### config.mk
export PLATFORM = sky130hd
export DESIGN_NAME = alpha_blend_rect_blitter_unit
export DESIGN_NICKNAME = d
export VERILOG_FILES = /design/src/rtl/abrb_pkg.sv /design/src/rtl/abrb_cfg.sv /design/src/rtl/abrb_front.sv /design/src/rtl/abrb_fifo.sv /design/src/rtl/abrb_back.sv /design/src/rtl/alpha_blend_rect_blitter_unit.sv
export SDC_FILE = /design/constraint.sdc
export NUM_CORES = 2
export LEC_CHECK = 0
export BUFFER_PORTS_ARGS = -buffer_cell sky130_fd_sc_hd__buf_2
export CAP_MARGIN = 20
export CORE_MARGIN = 2
export CORE_UTILIZATION = 45
export DETAILED_ROUTE_END_ITERATION = 10
export PLACE_DENSITY = 0.7
export SLEW_MARGIN = 25
export SYNTH_ARGS = -nofsm -noshare
export SYNTH_HDL_FRONTEND = slang
export SYNTH_SLANG_ARGS = --single-unit
### constraint.sdc
create_clock -name clk -period 17.51 [get_ports clk]
set_input_delay 0.8755 -clock clk [delete_from_list [all_inputs] [get_ports clk]]
set_output_delay 0.8755 -clock clk [all_outputs]
set_load 0.01 [all_outputs]
### src/rtl/abrb_pkg.sv
// ----------------------------------------------------------------------------
// abrb_pkg
// Shared types, constants and helpers of the alpha blend rectangle blitter.
// ----------------------------------------------------------------------------
package abrb_pkg;

	localparam int PIX_W         = 32;
	localparam int CH_W          = 8;
	localparam int NUM_CH        = 3;
	localparam int OFF_W         = 24;
	localparam int STRIDE_W      = 16;
	localparam int RECT_W        = 13;
	localparam int PIXEL_BYTES   = 4;
	localparam int PB_SHIFT      = $clog2(PIXEL_BYTES);
	localparam int PROD_W        = 2 * CH_W;
	localparam int CFG_IDX_W     = 3;
	localparam int CFG_DATA_W    = 32;
	localparam int FIFO_DEPTH    = 4;
	localparam int BACK_STAGES   = 2;
	localparam int DEF_MAX_DIM   = 4096;
	localparam int DEF_ADDR_BITS = 24;

	localparam logic [CH_W-1:0] CH_MAX = 8'hFF;

	typedef enum logic [CFG_IDX_W-1:0] {
		REG_BLEND_MODE  = 3'd0,
		REG_FILL_COLOR  = 3'd1,
		REG_DST_START   = 3'd2,
		REG_DST_STRIDE  = 3'd3,
		REG_SRC_START   = 3'd4,
		REG_SRC_STRIDE  = 3'd5,
		REG_RECT_WIDTH  = 3'd6,
		REG_RECT_HEIGHT = 3'd7
	} cfg_reg_t;

	typedef struct packed {
		logic                blend_mode;
		logic [PIX_W-1:0]    fill_color;
		logic [OFF_W-1:0]    dst_start;
		logic [STRIDE_W-1:0] dst_stride;
		logic [OFF_W-1:0]    src_start;
		logic [STRIDE_W-1:0] src_stride;
		logic [RECT_W-1:0]   rect_width;
		logic [RECT_W-1:0]   rect_height;
	} cfg_regs_t;

	// pixel part of a queued item, counters travel beside it
	typedef struct packed {
		logic [PIX_W-1:0] dst_pixel;
		logic [PIX_W-1:0] color;
		logic             mode;
		logic             last;
	} pix_item_t;

	// exact x/255 for x up to 255*255
	function automatic logic [CH_W-1:0] div255(input logic [PROD_W-1:0] x);
		logic [PROD_W-1:0] t;
		t = x + {{CH_W{1'b0}}, x[PROD_W-1:CH_W]} + PROD_W'(1);
		return t[PROD_W-1:CH_W];
	endfunction

endpackage

### src/rtl/abrb_cfg.sv
// ----------------------------------------------------------------------------
// abrb_cfg
// Configuration register file, written through an index/data channel.
// ----------------------------------------------------------------------------
module abrb_cfg
	import abrb_pkg::*;
(
	input  logic                  clk,
	input  logic                  arst_n,
	input  logic                  cfg_valid,
	output logic                  cfg_ready,
	input  logic [CFG_IDX_W-1:0]  cfg_index,
	input  logic [CFG_DATA_W-1:0] cfg_data,
	output cfg_regs_t             regs
);

	cfg_regs_t regs_q;
	cfg_reg_t  idx;

	assign cfg_ready = 1'b1;
	assign idx       = cfg_reg_t'(cfg_index);
	assign regs      = regs_q;

	always_ff @(posedge clk or negedge arst_n) begin
		if (!arst_n) begin
			regs_q.blend_mode  <= 1'b0;
			regs_q.fill_color  <= '0;
			regs_q.dst_start   <= '0;
			regs_q.dst_stride  <= '0;
			regs_q.src_start   <= '0;
			regs_q.src_stride  <= '0;
			regs_q.rect_width  <= RECT_W'(1);
			regs_q.rect_height <= RECT_W'(1);
		end else if (cfg_valid && cfg_ready) begin
			case (idx)
				REG_BLEND_MODE:  regs_q.blend_mode  <= cfg_data[0];
				REG_FILL_COLOR:  regs_q.fill_color  <= cfg_data[PIX_W-1:0];
				REG_DST_START:   regs_q.dst_start   <= cfg_data[OFF_W-1:0];
				REG_DST_STRIDE:  regs_q.dst_stride  <= cfg_data[STRIDE_W-1:0];
				REG_SRC_START:   regs_q.src_start   <= cfg_data[OFF_W-1:0];
				REG_SRC_STRIDE:  regs_q.src_stride  <= cfg_data[STRIDE_W-1:0];
				REG_RECT_WIDTH:  regs_q.rect_width  <= cfg_data[RECT_W-1:0];
				REG_RECT_HEIGHT: regs_q.rect_height <= cfg_data[RECT_W-1:0];
				default: ;
			endcase
		end
	end

endmodule

### src/rtl/abrb_front.sv
// ----------------------------------------------------------------------------
// abrb_front
// Accepts pixel items, picks the source colour and walks the rectangle.
// ----------------------------------------------------------------------------
module abrb_front
	import abrb_pkg::*;
#(
	parameter int MAX_DIM = DEF_MAX_DIM,
	parameter int CNT_W   = $clog2(MAX_DIM)
)
(
	input  logic             clk,
	input  logic             arst_n,
	input  cfg_regs_t        cfg,
	input  logic             s_tvalid,
	output logic             s_tready,
	input  logic [PIX_W-1:0] dst_pixel,
	input  logic [PIX_W-1:0] src_pixel,
	input  logic             q_full,
	output logic             q_push,
	output pix_item_t        q_item,
	output logic [CNT_W-1:0] q_col,
	output logic [CNT_W-1:0] q_row
);

	localparam int CW = (CNT_W + 1 > RECT_W) ? CNT_W + 1 : RECT_W;
	localparam logic [CW-1:0] DIM_MAX = CW'(MAX_DIM);

	logic [CNT_W-1:0] col_q, row_q;
	logic [CW-1:0]    w_ext, h_ext, w_last, h_last;
	logic             col_end, row_end;

	// zero acts as one, oversize acts as the maximum
	always_comb begin
		w_ext = CW'(cfg.rect_width);
		h_ext = CW'(cfg.rect_height);
		if (w_ext == '0)
			w_last = '0;
		else if (w_ext > DIM_MAX)
			w_last = DIM_MAX - CW'(1);
		else
			w_last = w_ext - CW'(1);
		if (h_ext == '0)
			h_last = '0;
		else if (h_ext > DIM_MAX)
			h_last = DIM_MAX - CW'(1);
		else
			h_last = h_ext - CW'(1);
	end

	assign col_end = CW'(col_q) >= w_last;
	assign row_end = CW'(row_q) >= h_last;

	assign s_tready = !q_full;
	assign q_push   = s_tvalid && s_tready;

	always_comb begin
		q_item.dst_pixel = dst_pixel;
		q_item.color     = cfg.blend_mode ? src_pixel : cfg.fill_color;
		q_item.mode      = cfg.blend_mode;
		q_item.last      = col_end && row_end;
		q_col            = col_q;
		q_row            = row_q;
	end

	always_ff @(posedge clk or negedge arst_n) begin
		if (!arst_n) begin
			col_q <= '0;
			row_q <= '0;
		end else if (q_push) begin
			if (col_end) begin
				col_q <= '0;
				row_q <= row_end ? '0 : row_q + CNT_W'(1);
			end else begin
				col_q <= col_q + CNT_W'(1);
			end
		end
	end

endmodule

### src/rtl/abrb_fifo.sv
// ----------------------------------------------------------------------------
// abrb_fifo
// Short item queue between the front and back parts.
// ----------------------------------------------------------------------------
module abrb_fifo
	import abrb_pkg::*;
#(
	parameter int WIDTH = 8
)
(
	input  logic             clk,
	input  logic             arst_n,
	input  logic             push,
	input  logic [WIDTH-1:0] wdata,
	output logic             full,
	input  logic             pop,
	output logic             rvalid,
	output logic [WIDTH-1:0] rdata
);

	localparam int PTR_W = $clog2(FIFO_DEPTH);
	localparam int CNT_W = $clog2(FIFO_DEPTH + 1);

	logic [WIDTH-1:0] mem_q [FIFO_DEPTH];
	logic [PTR_W-1:0] wr_ptr_q, rd_ptr_q;
	logic [CNT_W-1:0] count_q;

	assign full   = count_q == CNT_W'(FIFO_DEPTH);
	assign rvalid = count_q != '0;
	assign rdata  = mem_q[rd_ptr_q];

	always_ff @(posedge clk) begin
		if (push)
			mem_q[wr_ptr_q] <= wdata;
	end

	always_ff @(posedge clk or negedge arst_n) begin
		if (!arst_n) begin
			wr_ptr_q <= '0;
			rd_ptr_q <= '0;
			count_q  <= '0;
		end else begin
			if (push)
				wr_ptr_q <= wr_ptr_q + PTR_W'(1);
			if (pop)
				rd_ptr_q <= rd_ptr_q + PTR_W'(1);
			case ({push, pop})
				2'b10:   count_q <= count_q + CNT_W'(1);
				2'b01:   count_q <= count_q - CNT_W'(1);
				default: count_q <= count_q;
			endcase
		end
	end

endmodule

### src/rtl/abrb_back.sv
// ----------------------------------------------------------------------------
// abrb_back
// Two-stage blend and address pipeline feeding the output register.
// ----------------------------------------------------------------------------
module abrb_back
	import abrb_pkg::*;
#(
	parameter int ADDR_BITS = DEF_ADDR_BITS,
	parameter int CNT_W     = 12
)
(
	input  logic                   clk,
	input  logic                   arst_n,
	input  cfg_regs_t              cfg,
	input  logic                   q_valid,
	input  pix_item_t              q_item,
	input  logic [CNT_W-1:0]       q_col,
	input  logic [CNT_W-1:0]       q_row,
	output logic                   q_pop,
	output logic                   m_tvalid,
	input  logic                   m_tready,
	output logic [NUM_CH*CH_W-1:0] blended_pixel,
	output logic [OFF_W-1:0]       dst_offset,
	output logic [OFF_W-1:0]       src_offset,
	output logic                   last
);

	localparam int ROW_W = CNT_W + STRIDE_W;

	logic                   v_s1, v_s2, adv1, adv2;
	logic [PROD_W-1:0]      pa_s1 [NUM_CH];
	logic [PROD_W-1:0]      pd_s1 [NUM_CH];
	logic [ROW_W-1:0]       drow_s1, srow_s1;
	logic [CNT_W-1:0]       col_s1;
	logic                   mode_s1, last_s1;
	logic [CH_W-1:0]        alpha;
	logic [ADDR_BITS-1:0]   col_bytes, doff, soff;
	logic [NUM_CH*CH_W-1:0] blend;
	logic [NUM_CH*CH_W-1:0] blend_s2;
	logic [OFF_W-1:0]       doff_s2, soff_s2;
	logic                   last_s2;

	assign adv2  = !v_s2 || m_tready;
	assign adv1  = !v_s1 || adv2;
	assign q_pop = q_valid && adv1;
	assign alpha = q_item.color[PIX_W-1 -: CH_W];

	always_ff @(posedge clk or negedge arst_n) begin
		if (!arst_n) begin
			v_s1 <= 1'b0;
			v_s2 <= 1'b0;
		end else begin
			if (adv1)
				v_s1 <= q_valid;
			if (adv2)
				v_s2 <= v_s1;
		end
	end

	// stage 1: channel products and row offsets
	always_ff @(posedge clk) begin
		if (q_pop) begin
			for (int ch = 0; ch < NUM_CH; ch++) begin
				pa_s1[ch] <= alpha * q_item.color[ch*CH_W +: CH_W];
				pd_s1[ch] <= (CH_MAX - alpha) * q_item.dst_pixel[ch*CH_W +: CH_W];
			end
			drow_s1 <= q_row * cfg.dst_stride;
			srow_s1 <= q_row * cfg.src_stride;
			col_s1  <= q_col;
			mode_s1 <= q_item.mode;
			last_s1 <= q_item.last;
		end
	end

	// stage 2: divide by 255 and sum the offsets, wrapping at the address width
	always_comb begin
		for (int ch = 0; ch < NUM_CH; ch++)
			blend[ch*CH_W +: CH_W] = div255(pa_s1[ch] + pd_s1[ch]);
		col_bytes = ADDR_BITS'({col_s1, {PB_SHIFT{1'b0}}});
		doff      = ADDR_BITS'(cfg.dst_start) + ADDR_BITS'(drow_s1) + col_bytes;
		soff      = ADDR_BITS'(cfg.src_start) + ADDR_BITS'(srow_s1) + col_bytes;
	end

	always_ff @(posedge clk) begin
		if (adv2 && v_s1) begin
			blend_s2 <= blend;
			doff_s2  <= OFF_W'(doff);
			soff_s2  <= mode_s1 ? OFF_W'(soff) : '0;
			last_s2  <= last_s1;
		end
	end

	assign m_tvalid      = v_s2;
	assign blended_pixel = blend_s2;
	assign dst_offset    = doff_s2;
	assign src_offset    = soff_s2;
	assign last          = last_s2;

endmodule

### src/rtl/alpha_blend_rect_blitter_unit.sv
// ----------------------------------------------------------------------------
// alpha_blend_rect_blitter_unit
// Row-major rectangle blitter blending ARGB8888 pixels, one pixel an item.
// ----------------------------------------------------------------------------
// usage:
//   cfg channel writes the eight registers by index; take it only while the
//   blitter is idle. s_tdata carries the destination pixel and the source
//   pixel of each item in rectangle order; m_tdata returns the blended rgb888
//   pixel with its destination and source byte offsets, m_tlast on the final
//   pixel of the rectangle.
//   one item per cycle sustained while m_tready is high. a result passes
//   through the four-entry queue, the multiply stage and then the
//   divide/offset stage, which is the output register.
//   when m_tready is low the output holds, the pipeline stalls behind it and
//   the queue keeps taking items until full; s_tready then drops.
//   reset clears the registers to their defaults (width and height one),
//   the counters to the rectangle origin and empties the pipeline.
// ----------------------------------------------------------------------------
module alpha_blend_rect_blitter_unit
	import abrb_pkg::*;
#(
	parameter int MAX_DIM   = DEF_MAX_DIM,
	parameter int ADDR_BITS = DEF_ADDR_BITS
)
(
	input  logic                  clk,
	input  logic                  arst_n,
	input  logic                  cfg_valid,
	output logic                  cfg_ready,
	input  logic [CFG_IDX_W-1:0]  cfg_index,
	input  logic [CFG_DATA_W-1:0] cfg_data,
	input  logic                  s_tvalid,
	output logic                  s_tready,
	input  logic [63:0]           s_tdata,  // dst_pixel[31:0], src_pixel[63:32]
	output logic                  m_tvalid,
	input  logic                  m_tready,
	output logic [71:0]           m_tdata,  // blended_pixel[23:0], dst_offset[47:24],
	                                        // src_offset[71:48]
	output logic                  m_tlast
);

	localparam int CNT_W  = $clog2(MAX_DIM);
	localparam int ITEM_W = $bits(pix_item_t) + 2 * CNT_W;

	cfg_regs_t              regs;
	logic                   q_full, q_push, q_pop, q_valid;
	pix_item_t              f_item, b_item;
	logic [CNT_W-1:0]       f_col, f_row, b_col, b_row;
	logic [ITEM_W-1:0]      q_wdata, q_rdata;
	logic [NUM_CH*CH_W-1:0] blended_pixel;
	logic [OFF_W-1:0]       dst_offset, src_offset;

	abrb_cfg u_cfg (
		.clk       (clk),
		.arst_n    (arst_n),
		.cfg_valid (cfg_valid),
		.cfg_ready (cfg_ready),
		.cfg_index (cfg_index),
		.cfg_data  (cfg_data),
		.regs      (regs)
	);

	abrb_front #(
		.MAX_DIM (MAX_DIM),
		.CNT_W   (CNT_W)
	) u_front (
		.clk       (clk),
		.arst_n    (arst_n),
		.cfg       (regs),
		.s_tvalid  (s_tvalid),
		.s_tready  (s_tready),
		.dst_pixel (s_tdata[PIX_W-1:0]),
		.src_pixel (s_tdata[2*PIX_W-1:PIX_W]),
		.q_full    (q_full),
		.q_push    (q_push),
		.q_item    (f_item),
		.q_col     (f_col),
		.q_row     (f_row)
	);

	assign q_wdata = {f_row, f_col, f_item};
	assign {b_row, b_col, b_item} = q_rdata;

	abrb_fifo #(
		.WIDTH (ITEM_W)
	) u_fifo (
		.clk    (clk),
		.arst_n (arst_n),
		.push   (q_push),
		.wdata  (q_wdata),
		.full   (q_full),
		.pop    (q_pop),
		.rvalid (q_valid),
		.rdata  (q_rdata)
	);

	abrb_back #(
		.ADDR_BITS (ADDR_BITS),
		.CNT_W     (CNT_W)
	) u_back (
		.clk           (clk),
		.arst_n        (arst_n),
		.cfg           (regs),
		.q_valid       (q_valid),
		.q_item        (b_item),
		.q_col         (b_col),
		.q_row         (b_row),
		.q_pop         (q_pop),
		.m_tvalid      (m_tvalid),
		.m_tready      (m_tready),
		.blended_pixel (blended_pixel),
		.dst_offset    (dst_offset),
		.src_offset    (src_offset),
		.last          (m_tlast)
	);

	assign m_tdata = {src_offset, dst_offset, blended_pixel};

endmodule

After elaboration in Yosys (flattened, before gate mapping) --
Memories as Yosys holds them, arrays and structs flattened. Cells that the tools add are included.
Storage, ports and cells: output and inout port bits 76, memories kept 3, bits in registers 307, RAM bits 456
Memories:
- u_fifo.mem_q | words 4, width 90, rd ports 1, clocked after memory_dff 0, wr ports 1, line abrb_fifo.sv:24 | logic [WIDTH-1:0] mem_q [FIFO_DEPTH];
- u_back.pa_s1 | words 3, width 16, rd ports 3, clocked after memory_dff 0, wr ports 3, line abrb_back.sv:31 | logic [PROD_W-1:0] pa_s1 [NUM_CH];
- u_back.pd_s1 | words 3, width 16, rd ports 3, clocked after memory_dff 0, wr ports 3, line abrb_back.sv:32 | logic [PROD_W-1:0] pd_s1 [NUM_CH];
Cells by class: magnitude comparators 4, equality and inequality tests 10, reduce and logical (&&, ||, !) cells 23, multiplexer cells 12, add/sub/neg operators 22, multiply operators 8
Operator list (count):
- $mux W13 | 4
- $add A16 B1 Y16 const B | 3
- $add A16 B16 Y16 | 3
- $add A16 B8 Y16 | 3
- $add A24 B14 Y24 | 2
- $add A24 B24 Y24 | 2
- $mul A12 B16 Y24 | 2
- $mul A16 B8 Y16 | 3
- $mul A8 B8 Y16 | 3
- $mux W32 | 1
- $ge A12 B13 Y1 | 2
- $gt A13 B13 Y1 const B | 2
- $logic_not A13 Y1 | 2
- $sub A13 B1 Y13 const B | 2
- $add A12 B1 Y12 const B | 2
- $mux W12 | 2
- $reduce_and A2 Y1 | 9
- $eq A3 B3 Y1 const B | 5
- $sub A8 B8 Y9 const A | 1
- $eq A3 B2 Y1 const B | 2
- $pmux W3 S2 | 1
- $add A2 B1 Y2 const B | 2
- $logic_and A1 B1 Y1 | 4
- $mux W1 | 4
- other kinds (10) | 13

Longest topological paths before layout --
depth after elaboration 6, mapped depth 25, gate-level depth less buffers 21

By module --
Synthesis repeated with hierarchy kept, for this count alone.
Second synthesis, totals: cell total of the unflattened synthesis 4888, area total of the unflattened synthesis 57792.9 sq um
Modules (own cells, without submodules):
- abrb_back | times used 1, seq. area each 6986.7 sq um, area each 36147.2 sq um, cells an instance 3720
- abrb_fifo | times used 1, seq. area each 10985.5 sq um, area each 13392.8 sq um, cells an instance 506
- abrb_cfg | times used 1, seq. area each 3480.8 sq um, area each 5300.1 sq um, cells an instance 305
- abrb_front | times used 1, seq. area each 600.6 sq um, area each 2952.8 sq um, cells an instance 357

Worst setup path before layout --
No wires, ideal clock.
path type input port to flip-flop, from in m_tready, to reg u_fifo.count_q[2], stages on the path 8, data required time 17.431 ns, slack 6.830 ns, arrival time 10.601 ns, cell sequence nor2b_1 > a21oi_1 > ha_1 > inv_1 > fa_1 > xor2_1 > nor2_1 > xor2_1
Between the ends: word-level cells in the longest chain between the ends 5, elaborated cells on any way between the ends 7, those cells by class eq/ne (2); mux (1); reduce/logical (4)
Ends and longest elaborated chain:
- from (decl) | line alpha_blend_rect_blitter_unit.sv:36 | input logic m_tready,
- $logic_or A1 B1 Y1 (*) | line abrb_back.sv:43 | assign adv2 = !v_s2 || m_tready;
- $logic_or A1 B1 Y1 (*) | line abrb_back.sv:44 | assign adv1 = !v_s1 || adv2;
- $logic_and A1 B1 Y1 (*) | line abrb_back.sv:45 | assign q_pop = q_valid && adv1;
- net q_pop | line alpha_blend_rect_blitter_unit.sv:46 | logic q_full, q_push, q_pop, q_valid;
- $eq A2 B1 Y1 / $eq A2 B2 Y1 (equally long branches) | line abrb_fifo.sv:47 | case ({push, pop})
- $pmux W3 S2 / $reduce_bool A2 Y1 (equally long branches)
- to (signal assigned) | line abrb_fifo.sv:48 | 2'b10: count_q <= count_q + CNT_W'(1);
- to (signal assigned) | line abrb_fifo.sv:49 | 2'b01: count_q <= count_q - CNT_W'(1);
- to (signal assigned) | line abrb_fifo.sv:50 | default: count_q <= count_q;
- to (decl) | line abrb_fifo.sv:26 | logic [CNT_W-1:0] count_q;
Mark *: on every way through the listed nets, which the timed path passes. The rest lies on a longest branch. A chain may end at the register's enable or synchronous reset.

Final worst setup path --
from reg u_fifo.rd_ptr_q[0], to reg u_back.drow_s1[23], data pin
Between the ends: word-level cells in the longest chain between the ends 2
Ends and longest elaborated chain:
- from (decl) | line abrb_fifo.sv:25 | logic [PTR_W-1:0] wr_ptr_q, rd_ptr_q;
- from (signal assigned) | line abrb_fifo.sv:46 | rd_ptr_q <= rd_ptr_q + PTR_W'(1);
- $mem_v2 Z4 W90
- $mul A12 B16 Y24 | line abrb_back.sv:67 | drow_s1 <= q_row * cfg.dst_stride;
- to (signal assigned) | line abrb_back.sv:67
- to (decl) | line abrb_back.sv:33 | logic [ROW_W-1:0] drow_s1, srow_s1;
No other way between the ends.

==> run metrics <==
gr ovfl total 0; post-synth net total just over 6000; antenna viol nets, final 0; Cell Area, Synth about 57000 um2; met1 wire length 59600 um; ys async rst share 0.2353; Crit path max-delay family adder cells; RSZ-0062 raised after global routing false; vias in the first global route between 30000 and 40000; library cells used by synthesis 99; routed wire length around 140000 um; number of flops mapped to enable cells by yosys 559; drt pass-1 iters 6; Slowest-stage cell, CP mux4_2; DIE HEIGHT 359.3 um; share of post-route cells with drive strength above 1 0.1257; Yosys top cell area share 0.2955; GPL Wtd Cong approximately 0.92; Starting Density 0.4529; HPWL after detailed placement 100500 um; Sink Count 731; Max Freq 138.4 MHz; Post-Route Skew 0.02494 ns; Critical Path Stages 20; worst path bufs/invs 4; FF-to-FF setup slack 10.28 ns; r2r endpoint u_back.drow_s1[23]; Die ar. 129100 um2; post-DR vias/cell around 5.4; WL/cell 19.80 um; IO Count 180; commonest cells after routing, fill and taps aside inv_1, nand2_1, edfxtp_1; worst-path maximum fanout 32; Iteration-0 DRC Markers 3073; initial antenna violation count 16; vias 37881; postcts setup bufs 0; clk_lat worst skew 0.68 ns; Setup TNS Final 0 ns; first-pass GRT wire length 214500 um; Reg2Reg Launch Point u_fifo.rd_ptr_q[0]; Cells after Synth 5109; Critical Path Source Type register; CTS H-tree depth 3; Setup crit end kind register; outcome completed; max_cap viols 0; area leader, netlist edfxtp_1; Rows 130; hold_buf cts 0; Slew Limit Fails 0; Met2 Wirelength 64170 um; dpl cell area between 50000 and 60000 um2; WP data required 17.94 ns; Total Nets Final 6336; Yosys warnings 0; Post-Layout Cell Count about 7000; die width roughly 360 um; final hold vios 0; Num CTS Buffers 82; IO buf count 170; placed cell count between 6000 and 7000; Critical Path Most Common Cell fa_1; Final Cycle Share 0.4126; Reg clk slew, reported paths ~0.060 ns; Final Util 0.4960; Max-slew headroom 0.2405; CP Launch Point u_fifo.rd_ptr_q[0]; Layout area overhead 9.514%; Top Layer Used met5; Root Buffer clkbuf_16; Slowest Stage Delay on Critical Path 0.94 ns; synth top area cells edfxtp_1, fa_1, ha_1; synthesized area per cell 11.12 um2; core footprint between 100000 and 150000 um2; Reg2Reg Depth 20; worst slew pin tran 1.127 ns; design area 62200 um2; Crit Path Class register to register; DRC errors left 0; Seq/Total Area, Yosys 0.3714; post-cts resize count 0; synthesized flop and latch total ~730; pin count of the biggest net entering global routing 158; TritonCTS clock tree done; final setup vio count 0; routed wl met3 10160 um; clock buffer depth 3; Top FF cell, synth edfxtp_1; min-delay worst type input port to async pin; commonest non-fill, non-tap cell in the layout inv_1; Data arrival, critical path 7.66 ns; cells along the critical path mux4_2 -> and2_1 -> fa_1 -> inv_1 -> fa_1 -> inv_1 -> fa_1 -> fa_1 -> inv_1 -> fa_1 -> inv_1 -> ha_1 -> a21oi_1 -> o21ai_0 -> a2111oi_2 -> nor2_1 -> a211o_1 -> a31o_2 -> a21oi_1 -> xnor2_1; minimum clock period 7.225 ns; GRT Util Overall 0.2142
cells by family (layout without fill, tap and decap cells):
family	count (synthesis)	in the layout	share of synthesized area
AOI/OAI and AO/OA	584	584	0.06752
DFF	731	731	0.3714
and+or+nand+nor	1380	1380	0.1125
xor gates and xnor gates	220	220	0.03406
buffers and inverters	897	1093	0.05981
adders and majority gates	997	997	0.2877
muxes	299	299	0.06699
other	1	2	0.00006602
metal layers:
metal | track usage | up-vias
met5 | 0 | -
met4 | 0.06073 | 4
met3 | 0.04066 | 203
met2 | 0.3475 | 1179
met1 | 0.2937 | 19102
li1 | - | 17393
registers in the layout, indices dropped and copies added (netlist names), 2 cells and up:
register,count
u_fifo.count_q,3
u_back.pd_s1,48
u_back.drow_s1,24
u_fifo.mem_q,328
u_back.col_s1,12
u_back.blended_pixel,24
u_back.dst_offset,24
u_fifo.rd_ptr_q,2
u_back.src_offset,24
u_back.srow_s1,24
u_front.q_col,12
u_fifo.wr_ptr_q,2
u_cfg.regs,139
u_back.pa_s1,48
u_front.q_row,12
per-stage QoR:
| stage | setup slack (ns) | hold slack [ns] |
|---|---|---|
| 4_1_cts | 10.30 | 0.1180 |
| 2_1_floorplan | 6.830 | 0.4003 |
| 3_5_place_dp | 10.32 | 0.4368 |
| 5_1_grt | 9.870 | 0.1509 |
| 3_3_place_gp | 10.37 | 0.4635 |
| 6_report | 10.28 | 0.1390 |
Yosys cell counts, types with 130 or more instances:
cell type,n
clkbuf_1,130
and2_1,193
nor2_1,281
mux2_2,209
dfrtp_1,170
ha_1,479
edfxtp_1,559
xnor2_1,157
o21ai_0,134
nand2_1,606
a21oi_1,154
inv_1,732
fa_1,516
worst reg2reg max path, delay by kind of cell (launching register included):
kind / cells / cell delay [ns]
buffers and inverters: 4 / 0.20
XOR/XNOR: 1 / 0.25
AND/OR/NAND/NOR: 2 / 0.49
adder cells (fa/ha/maj): 6 / 2.78
multiplexers: 1 / 0.97
AO/OA/AOI/OAI: 6 / 1.49
flip-flops: 1 / 0.81
worst max path at each step:
stage	to	slack [ns]
final	u_back.drow_s1[23]	10.28
after global routing	u_back.drow_s1[23]	9.87
after CTS	u_back.drow_s1[23]	10.30
after detailed placement	u_back.drow_s1[23]	10.32
after global placement	u_back.drow_s1[23]	10.37
after floorplan	u_fifo.count_q[2]	6.83
area by class of cell:
cell class / count / area [um2]
multi-input cells: 3481 / 32410
flip-flops and latches: 731 / 21100
fillers: 11009 / 63200
well taps: 1650 / 2064
clock inverters: 51 / 496.7
diodes: 1 / 2.502
repair buffers: 208 / 1177
inverters: 733 / 2751
clock buffers: 101 / 2196
Power is not shown: default switching activity piles up to over one toggle a cycle in this logic, so the estimate is an artifact.
